## config.mk

```make
export PLATFORM = sky130hd
export DESIGN_NAME = led_ring_expression_controller_unit
export DESIGN_NICKNAME = d
export VERILOG_FILES = /design/src/rtl/lrec_pkg.sv /design/src/rtl/lrec_ram.sv /design/src/rtl/led_ring_expression_controller_unit.sv
export SDC_FILE = /design/constraint.sdc
export NUM_CORES = 1
export LEC_CHECK = 0
export BUFFER_PORTS_ARGS = -buffer_cell sky130_fd_sc_hd__buf_2
export CAP_MARGIN = 20
export CORE_AREA = 5 5 280 282
export CTS_BUF_LIST = sky130_fd_sc_hd__clkbuf_2 sky130_fd_sc_hd__clkbuf_4 sky130_fd_sc_hd__clkbuf_8
export CTS_CLUSTER_SIZE = 40
export DETAILED_ROUTE_END_ITERATION = 8
export DIE_AREA = 0 0 285 287
export PLACE_DENSITY = 0.63
export SLEW_MARGIN = 40
export SYNTH_ARGS = -nofsm -noshare
export SYNTH_HDL_FRONTEND = slang
export SYNTH_SLANG_ARGS = --single-unit
```

## constraint.sdc

```tcl
create_clock -name clk -period 9.23 [get_ports clk]
set_clock_uncertainty 0.1 [all_clocks]
set_input_delay 0.4615 -clock clk [delete_from_list [all_inputs] [get_ports clk]]
set_output_delay 0.4615 -clock clk [all_outputs]
set_load 0.05 [all_outputs]
```

## src/rtl/lrec_pkg.sv

```systemverilog
package lrec_pkg;

  localparam int IN_DATA_W  = 104;
  localparam int OUT_DATA_W = 40;
  localparam int CFG_IDX_W  = 2;
  localparam int CFG_DATA_W = 32;
  localparam int RGB_W      = 24;

  // input kinds carried on s_tuser
  localparam logic [1:0] MODE_APPLY  = 2'd0;
  localparam logic [1:0] MODE_EXTERN = 2'd1;
  localparam logic [1:0] MODE_ALARM  = 2'd2;
  localparam logic [1:0] MODE_TICK   = 2'd3;

  localparam logic [2:0] EXPR_NEUTRAL   = 3'd0;
  localparam logic [2:0] EXPR_INDICATOR = 3'd1;
  localparam logic [2:0] EXPR_LIGHTING  = 3'd2;
  localparam logic [2:0] EXPR_SMILE     = 3'd3;
  localparam logic [2:0] EXPR_SAD       = 3'd4;
  localparam logic [2:0] EXPR_ALARM     = 3'd5;

  localparam logic [CFG_IDX_W-1:0] REG_ALARM_BLINK = 2'd0;
  localparam logic [CFG_IDX_W-1:0] REG_IND_BLINK   = 2'd1;
  localparam logic [CFG_IDX_W-1:0] REG_LONG_ALARM  = 2'd2;

  localparam logic [15:0] ALARM_BLINK_RST = 16'd500;
  localparam logic [15:0] IND_BLINK_RST   = 16'd1000;
  localparam logic [31:0] LONG_ALARM_RST  = 32'd10000;

  localparam logic [RGB_W-1:0] COLOR_BLACK  = 24'h000000;
  localparam logic [RGB_W-1:0] COLOR_GREEN  = 24'h00A000;
  localparam logic [RGB_W-1:0] COLOR_WHITE  = 24'hFFFFFF;
  localparam logic [RGB_W-1:0] COLOR_RED    = 24'hFF0000;
  localparam logic [RGB_W-1:0] COLOR_ORANGE = 24'hC86400;

  // how a redraw changes each stored pixel
  typedef enum logic [2:0] {
    OP_DRAW,
    OP_RED,
    OP_RED0,
    OP_CLR0,
    OP_BLACK,
    OP_CLR6
  } op_t;

  typedef struct packed {
    logic             forced;
    logic             ext;
    logic [2:0]       expr;
    logic             last;
    logic [RGB_W-1:0] rgb;
    logic [3:0]       idx;
  } pix_t;

endpackage

```

## src/rtl/lrec_ram.sv

```systemverilog
module lrec_ram #(
  parameter int WIDTH = 24,
  parameter int DEPTH = 12
) (
  input  logic                     clk,
  input  logic                     we,
  input  logic [$clog2(DEPTH)-1:0] waddr,
  input  logic [WIDTH-1:0]         wdata,
  input  logic                     re,
  input  logic [$clog2(DEPTH)-1:0] raddr,
  output logic [WIDTH-1:0]         rdata
);

  logic [WIDTH-1:0] mem [DEPTH];

  always_ff @(posedge clk) begin
    if (we) begin
      mem[waddr] <= wdata;
    end
    if (re) begin
      rdata <= mem[raddr];
    end
  end

endmodule

```

## src/rtl/led_ring_expression_controller_unit.sv

```systemverilog
// channel  | direction | fields
// s_axis   | in        | tuser: mode; tdata: expression_code, timeout_ms, extern_enable,
//          |           |   now_ms, urgency_active, urgency_since_ms
// m_axis   | out       | tlast: last_pixel; tdata: pixel_index, red, green, blue,
//          |           |   expression_now, extern_now, alarm_forced
// cfg      | in        | cfg_index selects the register, cfg_data the value
//
// an item is accepted, then evaluated, and, when it redraws, every pixel is redrawn:
// the pixel ram is read once per pixel through its one read port and written back
// as the data returns, one pixel per cycle while m_tready stays high
// reset is synchronous; the pixel ram has no reset, a valid bit per pixel makes an
// unwritten pixel read as the neutral pattern
// an output register and a skid stage absorb m_tready stalls; reads pause while two pixels wait
module led_ring_expression_controller_unit #(
  parameter int PIXELS    = 12,
  parameter int TIME_BITS = 32
) (
  input  logic                               clk,
  input  logic                               rst,
  input  logic                               s_tvalid,
  output logic                               s_tready,
  // expression_code, timeout_ms, extern_enable, now_ms, urgency_active, urgency_since_ms
  input  logic [lrec_pkg::IN_DATA_W-1:0]     s_tdata,
  // mode
  input  logic [1:0]                         s_tuser,
  output logic                               m_tvalid,
  input  logic                               m_tready,
  // pixel_index, red, green, blue, expression_now, extern_now, alarm_forced
  output logic [lrec_pkg::OUT_DATA_W-1:0]    m_tdata,
  output logic                               m_tlast,
  input  logic                               cfg_we,
  input  logic [lrec_pkg::CFG_IDX_W-1:0]     cfg_index,
  input  logic [lrec_pkg::CFG_DATA_W-1:0]    cfg_data
);

  import lrec_pkg::*;

  localparam int KW = $clog2(PIXELS);
  localparam int IW = $clog2(PIXELS + 1);
  localparam int CW = (TIME_BITS > 32) ? TIME_BITS : 32;

  typedef enum logic [1:0] {
    ST_IDLE,
    ST_EVAL,
    ST_RUN
  } state_t;

  state_t state;

  logic [15:0] alarm_blink_ms;
  logic [15:0] indicator_blink_ms;
  logic [31:0] long_alarm_ms;

  logic [1:0]           in_mode;
  logic [2:0]           in_code;
  logic [TIME_BITS-1:0] in_timeout;
  logic                 in_en;
  logic [TIME_BITS-1:0] in_now;
  logic                 in_urg;
  logic [TIME_BITS-1:0] in_since;

  logic [2:0]           expression_reg;
  logic                 extern_flag;
  logic                 forced_flag;
  logic [TIME_BITS-1:0] expire_time;
  logic                 blink_phase;
  logic [TIME_BITS-1:0] last_toggle_time;
  op_t                  op;

  logic [2:0]           expression_next;
  logic                 extern_next;
  logic                 forced_next;
  logic [TIME_BITS-1:0] expire_next;
  logic                 phase_next;
  logic [TIME_BITS-1:0] toggle_next;
  op_t                  op_next;
  logic                 frame_next;

  logic [TIME_BITS-1:0] dt_toggle;
  logic [TIME_BITS-1:0] dt_urg;
  logic                 alarm_due;
  logic                 ind_due;
  logic                 long_urg;
  logic                 expired;

  logic [IW-1:0]        rd_idx;
  logic [KW-1:0]        rd_k;
  logic                 rd_pend;
  logic [1:0]           occ;
  logic                 take;
  logic                 issue;

  logic [PIXELS-1:0]    pix_valid;
  logic [RGB_W-1:0]     ram_rdata;
  logic [RGB_W-1:0]     old_px;
  logic [RGB_W-1:0]     new_px;
  pix_t                 arr_px;
  pix_t                 out_q;
  pix_t                 skid_q;
  logic                 out_valid;
  logic                 skid_valid;
  logic                 arr_to_out;
  logic                 arr_to_skid;

  function automatic logic [RGB_W-1:0] pattern_px(input logic [2:0] e, input logic [KW-1:0] k);
    logic [RGB_W-1:0] c;
    c = COLOR_BLACK;
    case (e)
      EXPR_INDICATOR: c = (k == KW'(6)) ? COLOR_GREEN : COLOR_BLACK;
      EXPR_LIGHTING:  c = COLOR_WHITE;
      EXPR_SMILE:     c = (k inside {[4:8]}) ? COLOR_GREEN : COLOR_BLACK;
      EXPR_SAD:       c = (k inside {[0:2], 10, 11}) ? COLOR_ORANGE : COLOR_BLACK;
      EXPR_ALARM:     c = COLOR_RED;
      default:        c = (k inside {[5:7]}) ? COLOR_GREEN : COLOR_BLACK;
    endcase
    return c;
  endfunction

  assign s_tready = (state == ST_IDLE) && !rst;

  // decision for the captured item
  assign dt_toggle = in_now - last_toggle_time;
  assign dt_urg    = in_now - in_since;
  assign alarm_due = CW'(dt_toggle) >= CW'(alarm_blink_ms);
  assign ind_due   = CW'(dt_toggle) >= CW'(indicator_blink_ms);
  assign long_urg  = in_urg && (CW'(dt_urg) > CW'(long_alarm_ms));
  assign expired   = (expire_time != '0) && (in_now >= expire_time);

  always_comb begin
    expression_next = expression_reg;
    extern_next     = extern_flag;
    forced_next     = forced_flag;
    expire_next     = expire_time;
    phase_next      = blink_phase;
    toggle_next     = last_toggle_time;
    op_next         = OP_DRAW;
    frame_next      = 1'b0;
    case (in_mode)
      MODE_APPLY: begin
        if (!forced_flag) begin
          extern_next     = 1'b0;
          expression_next = (in_code <= EXPR_ALARM) ? in_code : EXPR_NEUTRAL;
          expire_next     = (in_timeout != '0) ? in_now + in_timeout : '0;
          phase_next      = 1'b1;
          toggle_next     = in_now;
          frame_next      = 1'b1;
        end
      end
      MODE_EXTERN: begin
        if (!forced_flag) begin
          extern_next = in_en;
        end
      end
      MODE_ALARM: begin
        forced_next     = 1'b1;
        expression_next = EXPR_ALARM;
        phase_next      = 1'b1;
        toggle_next     = in_now;
        op_next         = OP_RED;
        frame_next      = 1'b1;
      end
      default: begin
        if (!forced_flag && expired) begin
          extern_next     = 1'b0;
          expression_next = EXPR_NEUTRAL;
          expire_next     = '0;
          phase_next      = 1'b1;
          toggle_next     = in_now;
          frame_next      = 1'b1;
        end else if (forced_flag || expression_reg == EXPR_ALARM) begin
          if (alarm_due) begin
            phase_next  = !blink_phase;
            toggle_next = in_now;
            frame_next  = 1'b1;
            if (!blink_phase) begin
              op_next = long_urg ? OP_RED0 : OP_RED;
            end else begin
              op_next = long_urg ? OP_CLR0 : OP_BLACK;
            end
          end
        end else if (!extern_flag && expression_reg == EXPR_INDICATOR && ind_due) begin
          phase_next  = !blink_phase;
          toggle_next = in_now;
          frame_next  = 1'b1;
          op_next     = blink_phase ? OP_CLR6 : OP_DRAW;
        end
      end
    endcase
  end

  // read side: at most two pixels in flight across ram output, output register and skid
  assign take  = out_valid && m_tready;
  assign occ   = {1'b0, out_valid} + {1'b0, skid_valid} + {1'b0, rd_pend};
  assign issue = (state == ST_RUN) && (rd_idx < IW'(PIXELS)) && ((occ - {1'b0, take}) < 2'd2);

  assign old_px = pix_valid[rd_k] ? ram_rdata : pattern_px(EXPR_NEUTRAL, rd_k);

  always_comb begin
    case (op)
      OP_DRAW:  new_px = pattern_px(expression_reg, rd_k);
      OP_RED:   new_px = COLOR_RED;
      OP_RED0:  new_px = (rd_k == '0) ? COLOR_RED : COLOR_BLACK;
      OP_CLR0:  new_px = (rd_k == '0) ? COLOR_BLACK : old_px;
      OP_BLACK: new_px = COLOR_BLACK;
      OP_CLR6:  new_px = (rd_k == KW'(6)) ? COLOR_BLACK : old_px;
      default:  new_px = old_px;
    endcase
  end

  always_comb begin
    arr_px.forced = forced_flag;
    arr_px.ext    = extern_flag;
    arr_px.expr   = expression_reg;
    arr_px.last   = (rd_k == KW'(PIXELS - 1));
    arr_px.rgb    = new_px;
    arr_px.idx    = rd_k[3:0];
  end

  assign arr_to_out  = rd_pend && !skid_valid && (!out_valid || take);
  assign arr_to_skid = rd_pend && !arr_to_out;

  lrec_ram #(
    .WIDTH(RGB_W),
    .DEPTH(PIXELS)
  ) u_pix_ram (
    .clk  (clk),
    .we   (rd_pend),
    .waddr(rd_k),
    .wdata(new_px),
    .re   (issue),
    .raddr(rd_idx[KW-1:0]),
    .rdata(ram_rdata)
  );

  always_ff @(posedge clk) begin
    if (rst) begin
      state              <= ST_IDLE;
      alarm_blink_ms     <= ALARM_BLINK_RST;
      indicator_blink_ms <= IND_BLINK_RST;
      long_alarm_ms      <= LONG_ALARM_RST;
      expression_reg     <= EXPR_NEUTRAL;
      extern_flag        <= 1'b0;
      forced_flag        <= 1'b0;
      expire_time        <= '0;
      blink_phase        <= 1'b0;
      last_toggle_time   <= '0;
      op                 <= OP_DRAW;
      rd_idx             <= '0;
      rd_pend            <= 1'b0;
      pix_valid          <= '0;
      out_valid          <= 1'b0;
      skid_valid         <= 1'b0;
    end else begin
      if (cfg_we) begin
        case (cfg_index)
          REG_ALARM_BLINK: alarm_blink_ms     <= cfg_data[15:0];
          REG_IND_BLINK:   indicator_blink_ms <= cfg_data[15:0];
          REG_LONG_ALARM:  long_alarm_ms      <= cfg_data;
          default: ;
        endcase
      end
      case (state)
        ST_IDLE: begin
          if (s_tvalid) begin
            state <= ST_EVAL;
          end
        end
        ST_EVAL: begin
          expression_reg   <= expression_next;
          extern_flag      <= extern_next;
          forced_flag      <= forced_next;
          expire_time      <= expire_next;
          blink_phase      <= phase_next;
          last_toggle_time <= toggle_next;
          op               <= op_next;
          rd_idx           <= '0;
          state            <= frame_next ? ST_RUN : ST_IDLE;
        end
        ST_RUN: begin
          if (rd_idx == IW'(PIXELS) && !rd_pend) begin
            state <= ST_IDLE;
          end
        end
        default: state <= ST_IDLE;
      endcase
      if (issue) begin
        rd_idx <= rd_idx + 1'b1;
      end
      rd_pend <= issue;
      if (rd_pend) begin
        pix_valid[rd_k] <= 1'b1;
      end
      out_valid  <= arr_to_out || (skid_valid && take) || (out_valid && !take);
      skid_valid <= arr_to_skid || (skid_valid && !take);
    end
  end

  always_ff @(posedge clk) begin
    if (state == ST_IDLE && s_tvalid) begin
      in_mode    <= s_tuser;
      in_code    <= s_tdata[2:0];
      in_timeout <= TIME_BITS'(s_tdata[34:3]);
      in_en      <= s_tdata[35];
      in_now     <= TIME_BITS'(s_tdata[67:36]);
      in_urg     <= s_tdata[68];
      in_since   <= TIME_BITS'(s_tdata[100:69]);
    end
    if (issue) begin
      rd_k <= rd_idx[KW-1:0];
    end
    if (skid_valid && take) begin
      out_q <= skid_q;
    end else if (arr_to_out) begin
      out_q <= arr_px;
    end
    if (arr_to_skid) begin
      skid_q <= arr_px;
    end
  end

  assign m_tvalid = out_valid;
  assign m_tlast  = out_q.last;
  assign m_tdata  = {7'd0, out_q.forced, out_q.ext, out_q.expr, out_q.rgb[7:0],
                     out_q.rgb[15:8], out_q.rgb[23:16], out_q.idx};

endmodule

```

==> results.ini <==
[run_status]
status = finished clean

[floorplanning]
die_h_um = 287
rows = 101
io_pins = 188
initial_core_util_pct = 41.5
die_w_um = 285
core_area_mm2 = 0.0754
dieArea_mm2 = 0.0818

[sta]
maxSlewHeadroom_pct = 45.2
drv_slew = 0
tightest_slew_ps = 822
min_period_ps = 6240
tns_ps = 0
fmax_mhz = 160
finalHoldViolations = 0
layout_setup_ws_ps = 2990
setup_viol = 0
period_share_pct = 67.6
rsz0062_at_grt = false

[critical_path]
required_ps = 9710
end_kind = flip-flop
crit_fanout = 3
critical_path.startpoint_type = flip-flop
r2r_cells = 26
critPathArrivalTime_ps = 6710
critical_path_class = reg -> reg

[grt]
grt_pass1_wl_mm = 124
grt_use_total_pct = 19.1
grt_overflow = 0
grt_pass1_vias = 22500
grt_max_degree = 94
antenna_found_initial = 3

[cells_and_area]
fin_area_mm2 = 0.0372
top_register = u_pix_ram.mem
drive_above_1_share_pct = 17.7
final_cell_count_no_fill = 3975
nets = 3258
syn_to_final_growth_pct = 18.8
largest_reg_flops = 288

[synthesis]
netlist_instances = 2544
async_reset_ff_share_pct = 0
synth_area_per_cell_um2 = 12.3
synth_seq_cells = 645
synth_flop_cell = edfxtp_1
synth_cell_types = 78
synth_edf_count = 487
ys_warn_count = 0
netlist_area_mm2 = 0.0313
synth-seq-area-share_pct = 56.8

[place]
place_area_mm2 = 0.0336
place_ws_ps = 3080
gp_congestion = 0.889
portBuffers = 177
hpwlAfterDp_mm = 54.3
dp.cells = 3647

[clock_tree]
clkSinkCount = 645
htree_levels = 3
holdBufCountCts = 136
clock_path_buffers = 3
post_cts_resized = 0
postCtsSetupRepairBufs = 0
clk_pin_slew_ps = 70
cts_made_buffers = 104
insertion_delay_ps = 750
clockRootBuffer = clkbuf_8
cts_tree = yes

[pwr]
p_per_area_mw_per_mm2 = 184
ir_worst_vdd_mv = 0.109
p_leak_nw = 13.9

[route]
wl_per_cell_um = 19.9
vias_per_cell = 5.47
routed-via-count = 21800
drt-initial-drc-count = 1504
first_pass_iters = 7
drc = 0
wirelength_mm = 79.2
ant_nets = 0

[worst_hold_path]
hold_path_class = in -> reg
whs_path_depth = 2

[run]
maxCapViolCount = 0

==> cells by family after synthesis <==
| group | share of synthesized area, % |
|---|---|
| other | 0.0120 |
| XOR/XNOR | 2.15 |
| multiplexers | 8.54 |
| AO/OA/AOI/OAI | 11.7 |
| buffers and inverters | 3.51 |
| AND/OR/NAND/NOR | 9.17 |
| flip-flops | 56.8 |
| adder cells (fa/ha/maj) | 8.10 |
==> cells in the mapped netlist, types with 13 or more instances <==
master | n | area (µm²)
nand3_1 | 34 | 170
xnor2_1 | 53 | 464
mux2i_1 | 60 | 601
a22oi_1 | 23 | 173
mux2_2 | 34 | 383
o21ai_0 | 88 | 440
edfxtp_1 | 487 | 14600
a211oi_1 | 28 | 210
inv_1 | 182 | 683
mux4_2 | 75 | 1690
nor3_1 | 35 | 175
dfxtp_1 | 158 | 3160
o21a_1 | 28 | 210
xor2_1 | 24 | 210
nor2_1 | 185 | 694
nand2_1 | 191 | 717
ha_1 | 198 | 2480
a211o_1 | 21 | 184
o21bai_1 | 13 | 97.6
a21oi_1 | 171 | 856
clkbuf_1 | 73 | 274
nand2b_1 | 24 | 150
nand4_1 | 34 | 213
nor2b_1 | 26 | 163
nor4_1 | 18 | 113
a21o_1 | 78 | 586
==> per-stage QoR <==
stage | hold slack, ps | power (mW) | util, %
6_report | 137 | 6.84 | 49.3
5_1_grt | 133 | 7.17 | 49.3
4_1_cts | 84.3 | 6.90 | 49.3
3_5_place_dp | 348 | 4.29 | 44.6
3_3_place_gp | 344 | 4.25 | 44.2
2_1_floorplan | 306 | 4.01 | -
==> layout by cell type (no fill, tap or decap), types with 24 or more instances in the layout <==
cell	synthesis	final
ha_1	198	198
clkinv_1	0	25
mux2i_1	60	60
dlygate4sd3_1	0	136
clkbuf_8	0	112
xnor2_1	53	53
nand3_1	34	34
nand2_1	191	191
xor2_1	24	24
clkbuf_4	0	29
nor2_1	185	174
a21oi_1	171	171
a211oi_1	28	28
nand2b_1	24	24
nor3_1	35	32
mux4_2	75	75
inv_1	182	182
edfxtp_1	487	487
o21ai_0	88	88
buf_2	3	176
nand4_1	34	34
nor2b_1	26	26
dfxtp_1	158	156
mux2_2	34	34
a21o_1	78	78
o21a_1	28	28
==> critical path, cell delays in order (launching register included) <==
cell	delay, ps
edfxtp_1	450
inv_1	170
ha_1	190
inv_1	50
fa_1	400
a21o_1	180
a21oi_1	250
nor3_1	130
o21a_1	230
o211ai_1	310
o21ba_2	260
o21ai_0	140
or4_1	450
a41o_1	250
a21oi_1	170
xnor2_1	90
ha_1	290
nand4_1	90
or2_2	350
nor3_1	270
a21boi_0	370
nor2_1	70
o211ai_1	160
nand3_1	130
ha_1	290
a21oi_1	130
o22ai_1	80
==> final timing paths <==
kind,start,end,slack (ps)
worst min-delay path,rst,pix_valid[11],140
worst max register to register,in_now[0],op[0],2990
worst max-delay path,in_now[0],op[0],2990
worst min register to register,indicator_blink_ms[4],indicator_blink_ms[4],360
==> layer usage <==
layer / up-vias / track usage (%) / share of wire (%) / wire length (µm)
met5: - / 0 / 0.0051 / 4
met4: 2 / 8.18 / 4.1 / 3240
li1: 10300 / - / - / -
met1: 10700 / 24.4 / 42 / 33300
met3: 195 / 3.37 / 5.6 / 4400
met2: 649 / 32.4 / 48 / 38300
==> layout make-up <==
cell class | instances | area, µm²
Inverter | 183 | 689
Fill cell | 6452 | 38200
Sequential cell | 645 | 17800
Antenna cell | 3 | 7.51
Timing Repair Buffer | 352 | 2740
Multi-Input combinational cell | 1626 | 12600
Tap cell | 978 | 1220
Clock inverter | 47 | 420
Clock buffer | 141 | 1760
==> power by group <==
group          internal, mW  switching (mW)
combinational         0.442           0.589
sequential             3.19          0.0600
clock                  1.37            1.19
Power figures use the tool's default switching activity.
